## config.mk

```make
export PLATFORM = sky130hd
export DESIGN_NAME = rsi_div
export DESIGN_NICKNAME = d
export VERILOG_FILES = /design/src/rtl/rsi_div.sv
export SDC_FILE = /design/constraint.sdc
export NUM_CORES = 1
export LEC_CHECK = 0
export ABC_AREA = 1
export BUFFER_PORTS_ARGS = -buffer_cell sky130_fd_sc_hd__buf_2
export CAP_MARGIN = 20
export CORE_ASPECT_RATIO = 1.2
export CORE_MARGIN = 4
export CORE_UTILIZATION = 45
export CTS_BUF_LIST = sky130_fd_sc_hd__clkbuf_2
export DETAILED_ROUTE_END_ITERATION = 10
export MAX_ROUTING_LAYER = met4
export PLACE_DENSITY = 0.66
export SLEW_MARGIN = 25
export SYNTH_ARGS = -nofsm -noshare
export SYNTH_HDL_FRONTEND = slang
export SYNTH_SLANG_ARGS = --single-unit
```

## constraint.sdc

```tcl
create_clock -name clock -period 4.2 [get_ports clock]
set_input_delay 0.21 -clock clock [delete_from_list [all_inputs] [get_ports clock]]
set_output_delay 0.21 -clock clock [all_outputs]
set_load 0.05 [all_outputs]
```

## src/rtl/rsi_div.sv

```systemverilog
// Radix-2 restoring divider, one quotient bit per cycle.
module rsi_div #(
   parameter int  DW = 49,
   parameter int  QW = 32,
   localparam int CW = $clog2(QW + 1)
) (
   input  logic          clock,
   input  logic          reset,
   input  logic          start,
   input  logic [CW-1:0] steps,
   input  logic [DW-1:0] rem_init,
   input  logic [QW-1:0] dividend,
   input  logic [DW-1:0] divisor,
   output logic          busy,
   output logic [QW-1:0] quotient
);

   logic [DW-1:0] rem_ff, rem_in;
   logic [QW-1:0] shf_ff, shf_in;
   logic [DW-1:0] dvs_ff, dvs_in;
   logic [CW-1:0] cnt_ff, cnt_in;
   logic [DW:0]   trial;
   logic [DW:0]   diff;
   logic          fits;

   // rem_ff stays below the divisor, so one trial subtract settles each bit
   assign trial = {rem_ff, shf_ff[QW-1]};
   assign fits  = trial >= {1'b0, dvs_ff};
   assign diff  = trial - {1'b0, dvs_ff};

   always_comb begin
      rem_in = rem_ff;
      shf_in = shf_ff;
      dvs_in = dvs_ff;
      cnt_in = cnt_ff;
      if (start) begin
         rem_in = rem_init;
         shf_in = dividend;
         dvs_in = divisor;
         cnt_in = steps;
      end else if (cnt_ff != '0) begin
         rem_in = fits ? diff[DW-1:0] : trial[DW-1:0];
         shf_in = {shf_ff[QW-2:0], fits};
         cnt_in = cnt_ff - CW'(1);
      end
   end

   always_ff @(posedge clock) begin
      if (reset) begin
         cnt_ff <= '0;
      end else begin
         cnt_ff <= cnt_in;
      end
   end

   always_ff @(posedge clock) begin
      rem_ff <= rem_in;
      shf_ff <= shf_in;
      dvs_ff <= dvs_in;
   end

   assign busy     = cnt_ff != '0;
   assign quotient = shf_ff;

endmodule

```

Word-level counts from Yosys, hierarchy flattened --
Index checks and enable logic that the tools add are counted.
Cells by class: $add $sub $neg 2, muxes and demuxes 7, reductions and logical operators 2, order comparisons 1
Operators by type and width (count):
- $mux 49 | 3
- $mux 32 | 2
- $ge 50x49->1 | 1
- $sub 49x49->49 | 1
- $mux 6 | 2
- $reduce_bool 6->1 | 1
- $sub 6x1->6 const B | 1
- $reduce_bool 2->1 | 1
Word-level totals: logic and storage cells 16, bits in registers 136, output and inout bits 33, bits of input ports 139

Longest topological paths before layout --
Gate-level depths: netlist of the first run.
word-level depth 4, depth in mapped cells 19, depth with buffers taken out 18

Worst setup path after synthesis of the first run --
OpenSTA, ideal clock, no wires.
path kind register to register, from register cnt_ff[0], to register shf_ff[0] (netlist: quotient[0]), enable pin, clock period less this slack 3.226 ns, buffers on the path 0, required time 3.765 ns, setup time 0.435 ns, stages on the path, launching flop included 8, arrival 2.791 ns, setup slack 0.974 ns, cells stage by stage dfxtp_1 > inv_1 > ha_1 > nand2_1 > nor3_1 > inv_1 > nor2_1 > inv_1
Between the ends: longest elaborated chain between the ends 2
Ends and longest elaborated chain:
- from (decl) | line 21 | logic [CW-1:0] cnt_ff, cnt_in;
- from (signal assigned) | line 52 | cnt_ff <= cnt_in;
- $reduce_bool 6->1
- named net busy | line 14 | output logic busy,
- $reduce_bool 2->1 (no source line)
- to (signal assigned) | line 58 | shf_ff <= shf_in;
- to (decl) | line 19 | logic [QW-1:0] shf_ff, shf_in;
The timed path passes the listed nets, and every way through them passes these cells. A chain may end at the register's enable or synchronous reset.

Worst setup path after layout of the first run --
from register shf_ff[31] (netlist: quotient[31]), to register rem_ff[34] (data pin)
Between the ends: longest elaborated chain between the ends 4, elaborated cells between the ends (all ways) 5, those cells by class add/sub: 1; order compare: 1; mux: 3
Ends and longest elaborated chain:
- $sub 49x49->49 or $ge 50x49->1 (tied branches) | line 29, 28
- $mux 49 (*) | line 42 | rem_in = fits ? diff[DW-1:0] : trial[DW-1:0];
- $mux 49 (*) | line 41 | end else if (cnt_ff != '0) begin
- $mux 49 (*) | line 36 | if (start) begin
- named net rem_in[34] | line 18 | logic [DW-1:0] rem_ff, rem_in;
- to (signal assigned) | line 57 | rem_ff <= rem_in;
- to (decl) | line 18
Mark *: on every way through the listed nets, which the timed path passes. The rest lies on a longest branch. The select of a mux whose other input is x is not followed.

==> impl_metrics.py, run 1 <==
metrics = {
    "worst_setup_path": {
        "max_stage_delay_ps": 520,
        "critPathMaxFanout": 50,
        "path_class": "register to register",
        "arrival_ps": 3840,
        "rrSetupSlack_ps": 940,
        "path_buf_inv": 2,
        "cp-start-kind": "register",
        "crit_path_end_kind": "register",
        "cp.required_ps": 4780,
        "crit_top_cell": "nand2_1",
        "critPathSlowestCell": "nand3_4",
        "cp_cell_sequence": "inv_1 -> ha_1 -> inv_1 -> fa_1 -> nand2_1 -> nand2_1 -> nand3_1 -> nand2_1 -> nand2_1 -> nand2_1 -> nand2_1 -> nand2_1 -> nand2_2 -> nand3_4 -> nand2_4 -> nand2_1 -> nand2_1 -> nand2_1",
        "crit_family": "simple AND/OR/NAND/NOR gates",
    },
    "final_layout": {
        "area_growth_pct": 27.9,
        "layout-drive-gt1-share": 0.114,
        "final_net_count": 2108,
        "fin_util": 0.585,
    },
    "synth": {
        "synth_nets": 1791,
        "netlist_instances": 1601,
        "synth_edf_count": 130,
        "synth_area_leaders": "edfxtp_1 (37%), nand2_1 (25%), inv_1 (12%), ha_1 (5.9%), nand3_1 (4.2%)",
        "ys_ff_latch": 136,
        "synth-main-ff-cell": "edfxtp_1",
        "async_reset_ff_frac": 0,
        "ys_warn_count": 0,
        "netlist_area_mm2": 0.0106,
        "synth_top_area_frac": 0.369,
        "synth-seq-area-share": 0.381,
        "synthTopCellsByCount": "nand2_1 (696), inv_1 (338), edfxtp_1 (130)",
        "yosysTopAreaCell": "edfxtp_1",
        "ys_types": 32,
        "syn_area_per_cell_um2": 6.60,
        "synth.most_common_cell": "nand2_1",
    },
    "detailed_routing": {
        "via_count": 10757,
        "firstDrtPassIters": 7,
        "wl_um": 33600,
        "drtAntennaViolNets": 0,
        "drtIter0Drc": 600,
        "wire_per_inst_um": 15.0,
        "drc": 0,
        "viasPerCell": 4.79,
    },
    "floorplan": {
        "std_cell_rows": 61,
        "ios": 172,
        "die_w_um": 148,
        "die_h_um": 176,
        "core_area_mm2": 0.0231,
        "start_util": 0.457,
        "dieArea_mm2": 0.0260,
    },
    "sta": {
        "finalClockSkew_ps": 52.0,
        "worstMarginPinSlew_ps": 1020,
        "fmaxAchievable_mhz": 307,
        "rsz0062_at_grt": "false",
        "post-route-period-util": 0.777,
        "fin_crit_ps": 3260,
        "final_max_slew_viol_count": 0,
        "holdWs_ps": 96.7,
        "relSlewSlack": 0.318,
        "layout_setup_ws_ps": 938,
        "setup_viol": 0,
        "hold_viol": 0,
        "final.setup.tns_ps": 0,
    },
    "clocking": {
        "clkSlewWorstSetupHoldPaths_ps": 290,
        "htreeDepth": 4,
        "cts.sinks": 136,
        "holdBufCountCts": 157,
        "cts_tree": "done",
        "cts_buffers": 17,
        "cts-resized-gates": 0,
        "cts-root-buf": "clkbuf_2",
        "clk_latency_ps": 790,
        "clock_path_buffers": 2,
        "cts_setup_buffers": 0,
    },
    "placed_design": {
        "portBuffers": 171,
        "hpwl_um": 24400,
        "place_ws_ps": 978,
        "gp_congestion": 0.967,
    },
    "global_route": {
        "grt_max_degree": 89,
        "grt_remaining_overflow": 0,
        "grt_pass1_wl_um": 54100,
        "first_global_vias": 10911,
        "antenna_found_initial": 1,
        "track_usage": 0.268,
    },
    "job": {
        "drv_cap": 0,
    },
    "run_status": {
        "status": "finished, final reports clean",
    },
    "power_and_ir_drop": {
        "peakVddDrop_v": 0.000292,
        "power_density_mw_per_mm2": 586,
        "p_leak_uw": 0.00739,
    },
    "min_path": {
        "hold_path.class": "input port to register",
    },
}
path summary, 6_finish.rpt:
| check | cells after the start | endpoint | startpoint |
|---|---|---|---|
| worst min-delay path | 2 | dvs_ff[40]$_DFFE_PP_ | divisor[40] |
| worst max-delay path | 18 | rem_ff[34]$_DFFE_PP_ | quotient[31]$_DFFE_PP_ |
| worst min register to register | 2 | cnt_ff[1]$_SDFFE_PP0P_ | cnt_ff[1]$_SDFFE_PP0P_ |
| worst max register to register | 18 | rem_ff[34]$_DFFE_PP_ | quotient[31]$_DFFE_PP_ |
per-stage QoR:
step,instances,cell area [um^2],total power [uW]
finish,2247,13500,7930
detailed placement,2057,11700,6950
floorplan,1601,10600,5720
global placement,2057,11700,6900
global route,2247,13500,8710
CTS,2246,13500,7940
metal layers:
layer  global-route usage  routed length [um]
met1                0.329               14600
met2                0.468               16700
met3               0.0385                1710
met4               0.0678                 593
met5                    -                   0
logic make-up (layout without fill, tap and decap cells):
logic type | Yosys count | in the layout | share of synthesized area
AO/OA/AOI/OAI | 37 | 37 | 0.0191
AND/OR/NAND/NOR | 972 | 972 | 0.379
adder cells (fa/ha/maj) | 51 | 51 | 0.0611
buffers and inverters | 377 | 707 | 0.137
flip-flops | 136 | 136 | 0.381
other | 0 | 1 | 0
XOR/XNOR | 28 | 28 | 0.0232
cell usage in the layout, fill, tap and decap left out, types with 2 or more instances in the layout:
| cell | Yosys | final |
|---|---|---|
| edfxtp_1 | 130 | 130 |
| nand4_1 | 61 | 61 |
| dlygate4sd3_1 | 0 | 157 |
| nor3_1 | 9 | 9 |
| nand3_1 | 89 | 89 |
| inv_8 | 0 | 6 |
| xor2_1 | 2 | 2 |
| o21ai_0 | 4 | 4 |
| a21o_1 | 2 | 2 |
| buf_4 | 4 | 7 |
| and2_1 | 2 | 2 |
| nand2_1 | 696 | 696 |
| nor2_1 | 98 | 98 |
| clkinv_8 | 0 | 2 |
| xnor2_1 | 26 | 26 |
| buf_2 | 6 | 170 |
| a21oi_1 | 30 | 30 |
| inv_1 | 338 | 337 |
| nand3b_1 | 6 | 6 |
| clkbuf_2 | 0 | 17 |
| inv_2 | 3 | 3 |
| nand3_4 | 2 | 2 |
| inv_6 | 0 | 2 |
| clkinv_4 | 0 | 4 |
| nor2_2 | 2 | 2 |
| nor4_1 | 2 | 2 |
| ha_1 | 50 | 50 |
| dfxtp_1 | 6 | 6 |
flip-flops by register name, summed over array words and instances (netlist names):
| signal | cells |
|---|---|
| rem_ff | 49 |
| dvs_ff | 49 |
| cnt_ff | 6 |
| quotient | 32 |
area by class of cell:
type                    instances  area (um^2)
well taps                     315          394
diodes                          1         2.50
fillers                      2257         9600
flip-flops and latches        136         4020
inverters                     341         1280
multi-input cells            1088         5100
repair buffers                334         2470
clock inverters                15          156
clock buffers                  17         85.1
report_power, final:
part / switching [uW] / leakage (uW) / internal, uW
clock: 658 / 0.000148 / 198
combinational: 3270 / 0.00585 / 1660
sequential: 203 / 0.00139 / 1940
total: 4130 / 0.00739 / 3800
(Power assumes the default switching activity.)
==> run 2, diff against run 1 <==
--- a/config.mk
+++ b/config.mk
@@ -5,7 +5,7 @@
 export SDC_FILE = /design/constraint.sdc
 export NUM_CORES = 1
 export LEC_CHECK = 0
-export ABC_AREA = 1
+export ABC_AREA = 0
 export BUFFER_PORTS_ARGS = -buffer_cell sky130_fd_sc_hd__buf_2
 export CAP_MARGIN = 20
 export CORE_ASPECT_RATIO = 1.2
@@ -14,7 +14,7 @@
 export CTS_BUF_LIST = sky130_fd_sc_hd__clkbuf_2
 export DETAILED_ROUTE_END_ITERATION = 10
 export MAX_ROUTING_LAYER = met4
-export PLACE_DENSITY = 0.66
+export PLACE_DENSITY = 0.67
 export SLEW_MARGIN = 25
 export SYNTH_ARGS = -nofsm -noshare
 export SYNTH_HDL_FRONTEND = slang
==> constraint.sdc (replaced) <==
create_clock -name clock -period 3.1 [get_ports clock]
set_input_delay 0.155 -clock clock [delete_from_list [all_inputs] [get_ports clock]]
set_output_delay 0.155 -clock clock [all_outputs]
set_load 0.05 [all_outputs]
==> run 2 against run 1 <==
Against the previous run: the flow now finishes with violations (setup timing); setup slack worse by 1200 ps; non-clock buffer count is 112 higher; synthesized cell count is 47% lower; final cell count is 32% lower; first-iteration DRC count is 22% lower; count of clock-buffer cells in the layout stayed put; critical endpoint is now rem_ff[32]$_DFFE_PP_; largest cell class unchanged.
==> impl_metrics.py, run 2 <==
metrics = {
    "run_status": {
        "status": "finished, violations left",
        "violations": "setup timing",
    },
    "detailed_routing": {
        "wire_per_inst_um": 16.4,
        "viasPerCell": 5.20,
        "drtIter0Drc": 466,
        "drtAntennaViolNets": 0,
        "firstDrtPassIters": 5,
        "drc": 0,
        "wl_um": 25300,
        "via_count": 7993,
    },
    "synth": {
        "yosysTopAreaCell": "edfxtp_1",
        "synth_nets": 1034,
        "synthAdderAreaFrac": 0.0728,
        "synth_top_family_by_area": "compound AO/OA/AOI/OAI gates",
        "ys_ff_latch": 136,
        "yosys.area_share.simple": 0.105,
        "synth.most_common_cell": "edfxtp_1",
        "synth_compound_gate_area_share": 0.162,
        "netlist_area_mm2": 0.00887,
        "netlist_instances": 844,
        "synthXorXnorAreaFrac": 0.0444,
        "async_reset_ff_frac": 0,
        "synth_edf_count": 130,
        "synthTopCellsByCount": "edfxtp_1 (130), a21oi_1 (87), inv_1 (68)",
        "synth_mux_area_frac": 0.108,
        "synth_top_area_frac": 0.440,
        "synth-main-ff-cell": "edfxtp_1",
        "syn_area_per_cell_um2": 10.5,
        "ys_warn_count": 0,
        "synth-seq-area-share": 0.453,
        "ys_types": 62,
        "synth_area_leaders": "edfxtp_1 (44%), mux2_2 (8.0%), ha_1 (7.1%), a21oi_1 (4.9%), inv_1 (2.9%)",
    },
    "sta": {
        "setup_viol": 41,
        "layout_setup_ws_ps": -256,
        "fin_crit_ps": 3360,
        "post-route-period-util": 1.08,
        "relSlewSlack": 0.539,
        "holdWs_ps": 82.5,
        "final.setup.tns_ps": -6840,
        "rsz0062_at_grt": "true",
        "fmaxAchievable_mhz": 298,
        "hold_viol": 0,
        "finalClockSkew_ps": 51.8,
        "final_max_slew_viol_count": 0,
        "worstMarginPinSlew_ps": 684,
    },
    "floorplan": {
        "die_w_um": 136,
        "core_area_mm2": 0.0195,
        "dieArea_mm2": 0.0220,
        "die_h_um": 162,
        "ios": 172,
        "std_cell_rows": 56,
        "start_util": 0.456,
    },
    "placed_design": {
        "hpwl_um": 16700,
        "portBuffers": 171,
        "place_ws_ps": -334,
        "gp_congestion": 0.917,
    },
    "global_route": {
        "grt_max_degree": 92,
        "antenna_found_initial": 1,
        "grt_remaining_overflow": 0,
        "first_global_vias": 8117,
        "track_usage": 0.234,
        "grt_pass1_wl_um": 40000,
    },
    "worst_setup_path": {
        "arrival_ps": 3860,
        "cp-start-kind": "register",
        "cp.required_ps": 3610,
        "critPathMaxFanout": 7,
        "path_class": "register to register",
        "crit_path_end_kind": "register",
    },
    "power_and_ir_drop": {
        "power_uw": 12400,
        "p_leak_uw": 0.00573,
        "p_seq_frac": 0.239,
        "pwr-share-comb": 0.661,
        "clkPwrFrac": 0.100,
        "p_int_uw": 7290,
        "switchingPower_uw": 5060,
        "peakVddDrop_v": 0.000435,
        "switching_share": 0.410,
        "power_density_mw_per_mm2": 938,
    },
    "final_layout": {
        "fin_util": 0.676,
        "area_growth_pct": 48.5,
        "layout-drive-gt1-share": 0.381,
        "final_common_cell": "buf_2",
        "final_cell_mix": "buf_2 (170), dlygate4sd3_1 (140), edfxtp_1 (130)",
        "final_net_count": 1451,
    },
    "job": {
        "drv_cap": 0,
    },
    "clocking": {
        "clk_latency_ps": 760,
        "cts_buffers": 17,
        "clock_path_buffers": 2,
        "cts.sinks": 136,
        "cts-root-buf": "clkbuf_2",
        "htreeDepth": 4,
        "clkSlewWorstSetupHoldPaths_ps": 260,
        "cts_tree": "done",
    },
    "min_path": {
        "hold_path.class": "input port to register",
    },
}
## run 2: cell count changes in the layout (fill, tap and decap cells not counted), sizes merged, moves of 44 or more
| cell | delta |
|---|---|
| a21oi | +57 |
| nand3 | -76 |
| nor2 | -60 |
| nand4 | -44 |
| mux2 | +81 |
| nand2 | -639 |
| buf | +129 |
| inv | -274 |
## run 2: logic make-up after synthesis
logic type	after synthesis
AOI/OAI and AO/OA	221
xor gates and xnor gates	45
adders and majority gates	51
buffers and inverters	116
DFF	136
muxes	86
and+or+nand+nor	189
## run 2: path summary, 6_finish.rpt
path,from,endpoint,slack [ps],cells past startpoint
max reg2reg,quotient[31]$_DFFE_PP_,rem_ff[32]$_DFFE_PP_,-260,14
min,divisor[47],dvs_ff[47]$_DFFE_PP_,80,2
min reg2reg,quotient[18]$_DFFE_PP_,quotient[19]$_DFFE_PP_,610,1
max,quotient[31]$_DFFE_PP_,rem_ff[32]$_DFFE_PP_,-260,14
## run 2: stage by stage
stage,std cells,instance area (um^2)
6_report,1536,13200
5_1_grt,1536,13200
4_1_cts,1534,12900
3_5_place_dp,1336,10700
3_3_place_gp,1336,10700
2_1_floorplan,844,8920
## run 2: routing by layer
layer | up-vias | track usage | wire [um] | share of wire
li1 | 3955 | - | - | -
met1 | 3805 | 0.281 | 10700 | 0.42
met4 | 0 | 0.0738 | 582 | 0.023
met5 | - | - | 0 | 0
met2 | 194 | 0.409 | 13200 | 0.52
met3 | 39 | 0.0322 | 786 | 0.031
## run 2: cell type report
type / instances / area, um^2
Antenna cell: 1 / 2.50
Clock buffer: 17 / 85.1
Clock inverter: 15 / 190
Fill cell: 1507 / 6300
Inverter: 68 / 255
Multi-Input combinational cell: 592 / 4820
Sequential cell: 136 / 4020
Tap cell: 261 / 327
Timing Repair Buffer: 446 / 3470
## run 2: power by group through the flow
stage / clock network [uW] / logic (uW) / registers, uW
6_report: 1240 / 8160 / 2950
4_1_cts: 1280 / 7730 / 2920
3_5_place_dp: 0 / 6660 / 2950
5_1_grt: 1350 / 8850 / 3000
3_3_place_gp: 0 / 6590 / 2950
2_1_floorplan: 0 / 4210 / 3170
## run 2: timing repair
item | CTS | global route
hold endpoints to repair | 143 | 0
resized for setup | 69 | 51
buffers inserted | 25 | 4
hold buffers | 140 | 0
setup endpoints to repair | 43 | 50
cloned | 2 | 0
pin swaps | 18 | 24
## run 2: worst max-delay path, stage by stage (launching register included)
cell and delay (ps):
edfxtp_1 450, inv_2 90, ha_4 130, inv_2 40, fa_2 360, a211oi_2 250, o32ai_2 160, a211oi_2 280
o211ai_2 140, nand2_2 130, o31ai_4 70, a21o_4 280, buf_12 160, mux2_1 300, mux2_2 270
==> run 3, diff against run 2 <==
--- a/config.mk
+++ b/config.mk
@@ -9,7 +9,7 @@
 export BUFFER_PORTS_ARGS = -buffer_cell sky130_fd_sc_hd__buf_2
 export CAP_MARGIN = 20
 export CORE_ASPECT_RATIO = 1.2
-export CORE_MARGIN = 4
+export CORE_MARGIN = 1
 export CORE_UTILIZATION = 45
 export CTS_BUF_LIST = sky130_fd_sc_hd__clkbuf_2
 export DETAILED_ROUTE_END_ITERATION = 10
==> constraint.sdc (replaced) <==
create_clock -name clock -period 3.1 [get_ports clock]
set_input_delay 0.155 -clock clock [delete_from_list [all_inputs] [get_ports clock]]
set_output_delay 0.155 -clock clock [all_outputs]
set_load 0.01 [all_outputs]
==> run 3 against run 2 <==
Against the previous run: the run still ends with setup timing left; global-route usage is 2.8 points higher; sequential power barely moved; die area shrank 7.9%; clock power is 5% lower; core utilization grew 0.28 points; fmax increased by 0.86%; final cell count stayed put; clock skew decreased by 9.1 ps; count of clock-buffer cells in the layout did not move; highest routed layer unchanged.
==> impl_metrics.py, run 3 (synthesis results as in run 2) <==
metrics = {
    "placed_design": {
        "portBuffers": 171,
        "hpwl_um": 17100,
        "place_ws_ps": -277,
        "gp_congestion": 0.885,
        "dpl-instance-area_mm2": 0.0108,
    },
    "detailed_routing": {
        "drc": 0,
        "viasPerCell": 5.28,
        "wl_um": 25400,
        "drtIter0Drc": 474,
        "drtAntennaViolNets": 0,
        "via_count": 8107,
        "firstDrtPassIters": 5,
        "wire_per_inst_um": 16.5,
    },
    "power_and_ir_drop": {
        "pwr-share-comb": 0.648,
        "p_int_uw": 7000,
        "power_density_mw_per_mm2": 910,
        "switching_share": 0.406,
        "peakVddDrop_v": 0.000488,
        "p_leak_uw": 0.00569,
        "switchingPower_uw": 4780,
        "p_seq_frac": 0.252,
        "clkPwrFrac": 0.100,
    },
    "floorplan": {
        "ios": 172,
        "core_area_mm2": 0.0191,
        "std_cell_rows": 55,
        "dieArea_mm2": 0.0203,
        "die_w_um": 130,
        "start_util": 0.466,
        "die_h_um": 156,
    },
    "sta": {
        "rsz0062_at_grt": "true",
        "hold_viol": 0,
        "final_max_slew_viol_count": 0,
        "worstMarginPinSlew_ps": 687,
        "layout_setup_ws_ps": -227,
        "fin_crit_ps": 3330,
        "setup_viol": 38,
        "post-route-period-util": 1.07,
        "finalClockSkew_ps": 42.7,
        "fmaxAchievable_mhz": 301,
        "relSlewSlack": 0.542,
    },
    "run_status": {
        "status": "finished, violations left",
        "violations": "setup timing",
    },
    "clocking": {
        "cts_tree": "done",
        "clock_path_buffers": 2,
        "cts_buffers": 17,
        "clk_latency_ps": 770,
        "clkSlewWorstSetupHoldPaths_ps": 280,
        "htreeDepth": 4,
        "cts-root-buf": "clkbuf_2",
        "cts.sinks": 136,
    },
    "final_layout": {
        "final_net_count": 1455,
        "layout-drive-gt1-share": 0.362,
        "final_cell_mix": "buf_2 (170), dlygate4sd3_1 (141), edfxtp_1 (130)",
        "final_common_cell": "buf_2",
        "final_area_mm2": 0.0129,
        "nFillCells": 1486,
        "area_growth_pct": 45.9,
        "multi_input_area_mm2": 0.00467,
        "seqCellArea_mm2": 0.00402,
    },
    "job": {
        "drv_cap": 0,
    },
    "worst_setup_path": {
        "critPathSlowestCell": "edfxtp_1",
        "cp_cell_sequence": "ha_4 -> inv_2 -> fa_2 -> a211oi_2 -> o32ai_2 -> a211oi_2 -> buf_4 -> o211ai_4 -> nand2_2 -> o31ai_4 -> a21o_4 -> buf_12 -> mux2_2 -> mux2_2",
        "max_stage_delay_ps": 490,
        "cp.required_ps": 3630,
        "critPathMaxFanout": 13,
        "arrival_ps": 3860,
        "cp-start-kind": "register",
        "rrSetupSlack_ps": -230,
        "crit_path_end_kind": "register",
        "path_class": "register to register",
    },
    "global_route": {
        "first_global_vias": 8073,
        "grt_remaining_overflow": 0,
        "grt_max_degree": 57,
        "grt_pass1_wl_um": 39700,
        "track_usage": 0.262,
        "antenna_found_initial": 1,
    },
    "min_path": {
        "hold_path.class": "input port to register",
    },
}
-- run 3: what timing repair did --
item	4_1_cts	5_1_grt
pin swaps	3	10
hold endpoints to repair	142	0
hold buffers	141	0
endpoints found under the setup margin	46	50
gates resized for setup	37	40
buffers inserted	14	8
cloned	1	0
-- run 3: stage by stage --
step | std cells | TNS, ps | util | hold WS, ps | power [uW]
2_1_floorplan | 844 | -4000 | - | 227 | 7080
3_3_place_gp | 1338 | -6520 | 0.564 | 332 | 9360
5_1_grt | 1535 | -11870 | 0.679 | 12.7 | 12600
4_1_cts | 1526 | -4550 | 0.666 | 1.39 | 11300
3_5_place_dp | 1338 | -8900 | 0.564 | 333 | 9460
6_report | 1536 | -5710 | 0.679 | 61.0 | 11800
-- run 3: power by group through the flow --
stage          sequential, uW  clock (uW)  combinational (uW)
2_1_floorplan            2920           0                4160
3_3_place_gp             2980           0                6380
3_5_place_dp             2980           0                6480
4_1_cts                  2950        1210                7170
5_1_grt                  3020        1270                8300
6_report                 2970        1180                7630
-- run 3: worst paths after layout --
check	start	endpoint	cells after the start
max	dvs_ff[0]$_DFFE_PP_	rem_ff[6]$_DFFE_PP_	14
min	divisor[12]	dvs_ff[12]$_DFFE_PP_	2
max reg2reg	dvs_ff[0]$_DFFE_PP_	rem_ff[6]$_DFFE_PP_	14
min reg2reg	quotient[24]$_DFFE_PP_	quotient[25]$_DFFE_PP_	1
-- run 3: layout make-up --
| type | count | area share |
|---|---|---|
| Multi-Input combinational cell | 592 | 0.361 |
| Timing Repair Buffer | 450 | 0.264 |
| Antenna cell | 2 | 0.000387 |
| Clock inverter | 15 | 0.0133 |
| Inverter | 68 | 0.0197 |
| Sequential cell | 136 | 0.311 |
| Clock buffer | 17 | 0.00657 |
| Tap cell | 256 | 0.0247 |
-- run 3: routing by layer --
| layer | part of all wire | routed length [um] | global-route usage | vias to the layer above |
|---|---|---|---|---|
| li1 | - | - | - | 3962 |
| met2 | 0.52 | 13300 | 0.449 | 224 |
| met1 | 0.42 | 10600 | 0.315 | 3885 |
| met5 | 0 | 0 | - | - |
| met4 | 0.021 | 539 | 0.0858 | 0 |
| met3 | 0.037 | 926 | 0.0367 | 36 |
-- run 3: critical path, delay by kind of cell, from the launching register on --
kind | cells | cell delay, ps
AOI/OAI and AO/OA | 6 | 1170
muxes | 2 | 600
DFF | 1 | 490
adders and majority gates | 2 | 390
buffers and inverters | 3 | 370
and+or+nand+nor | 1 | 90
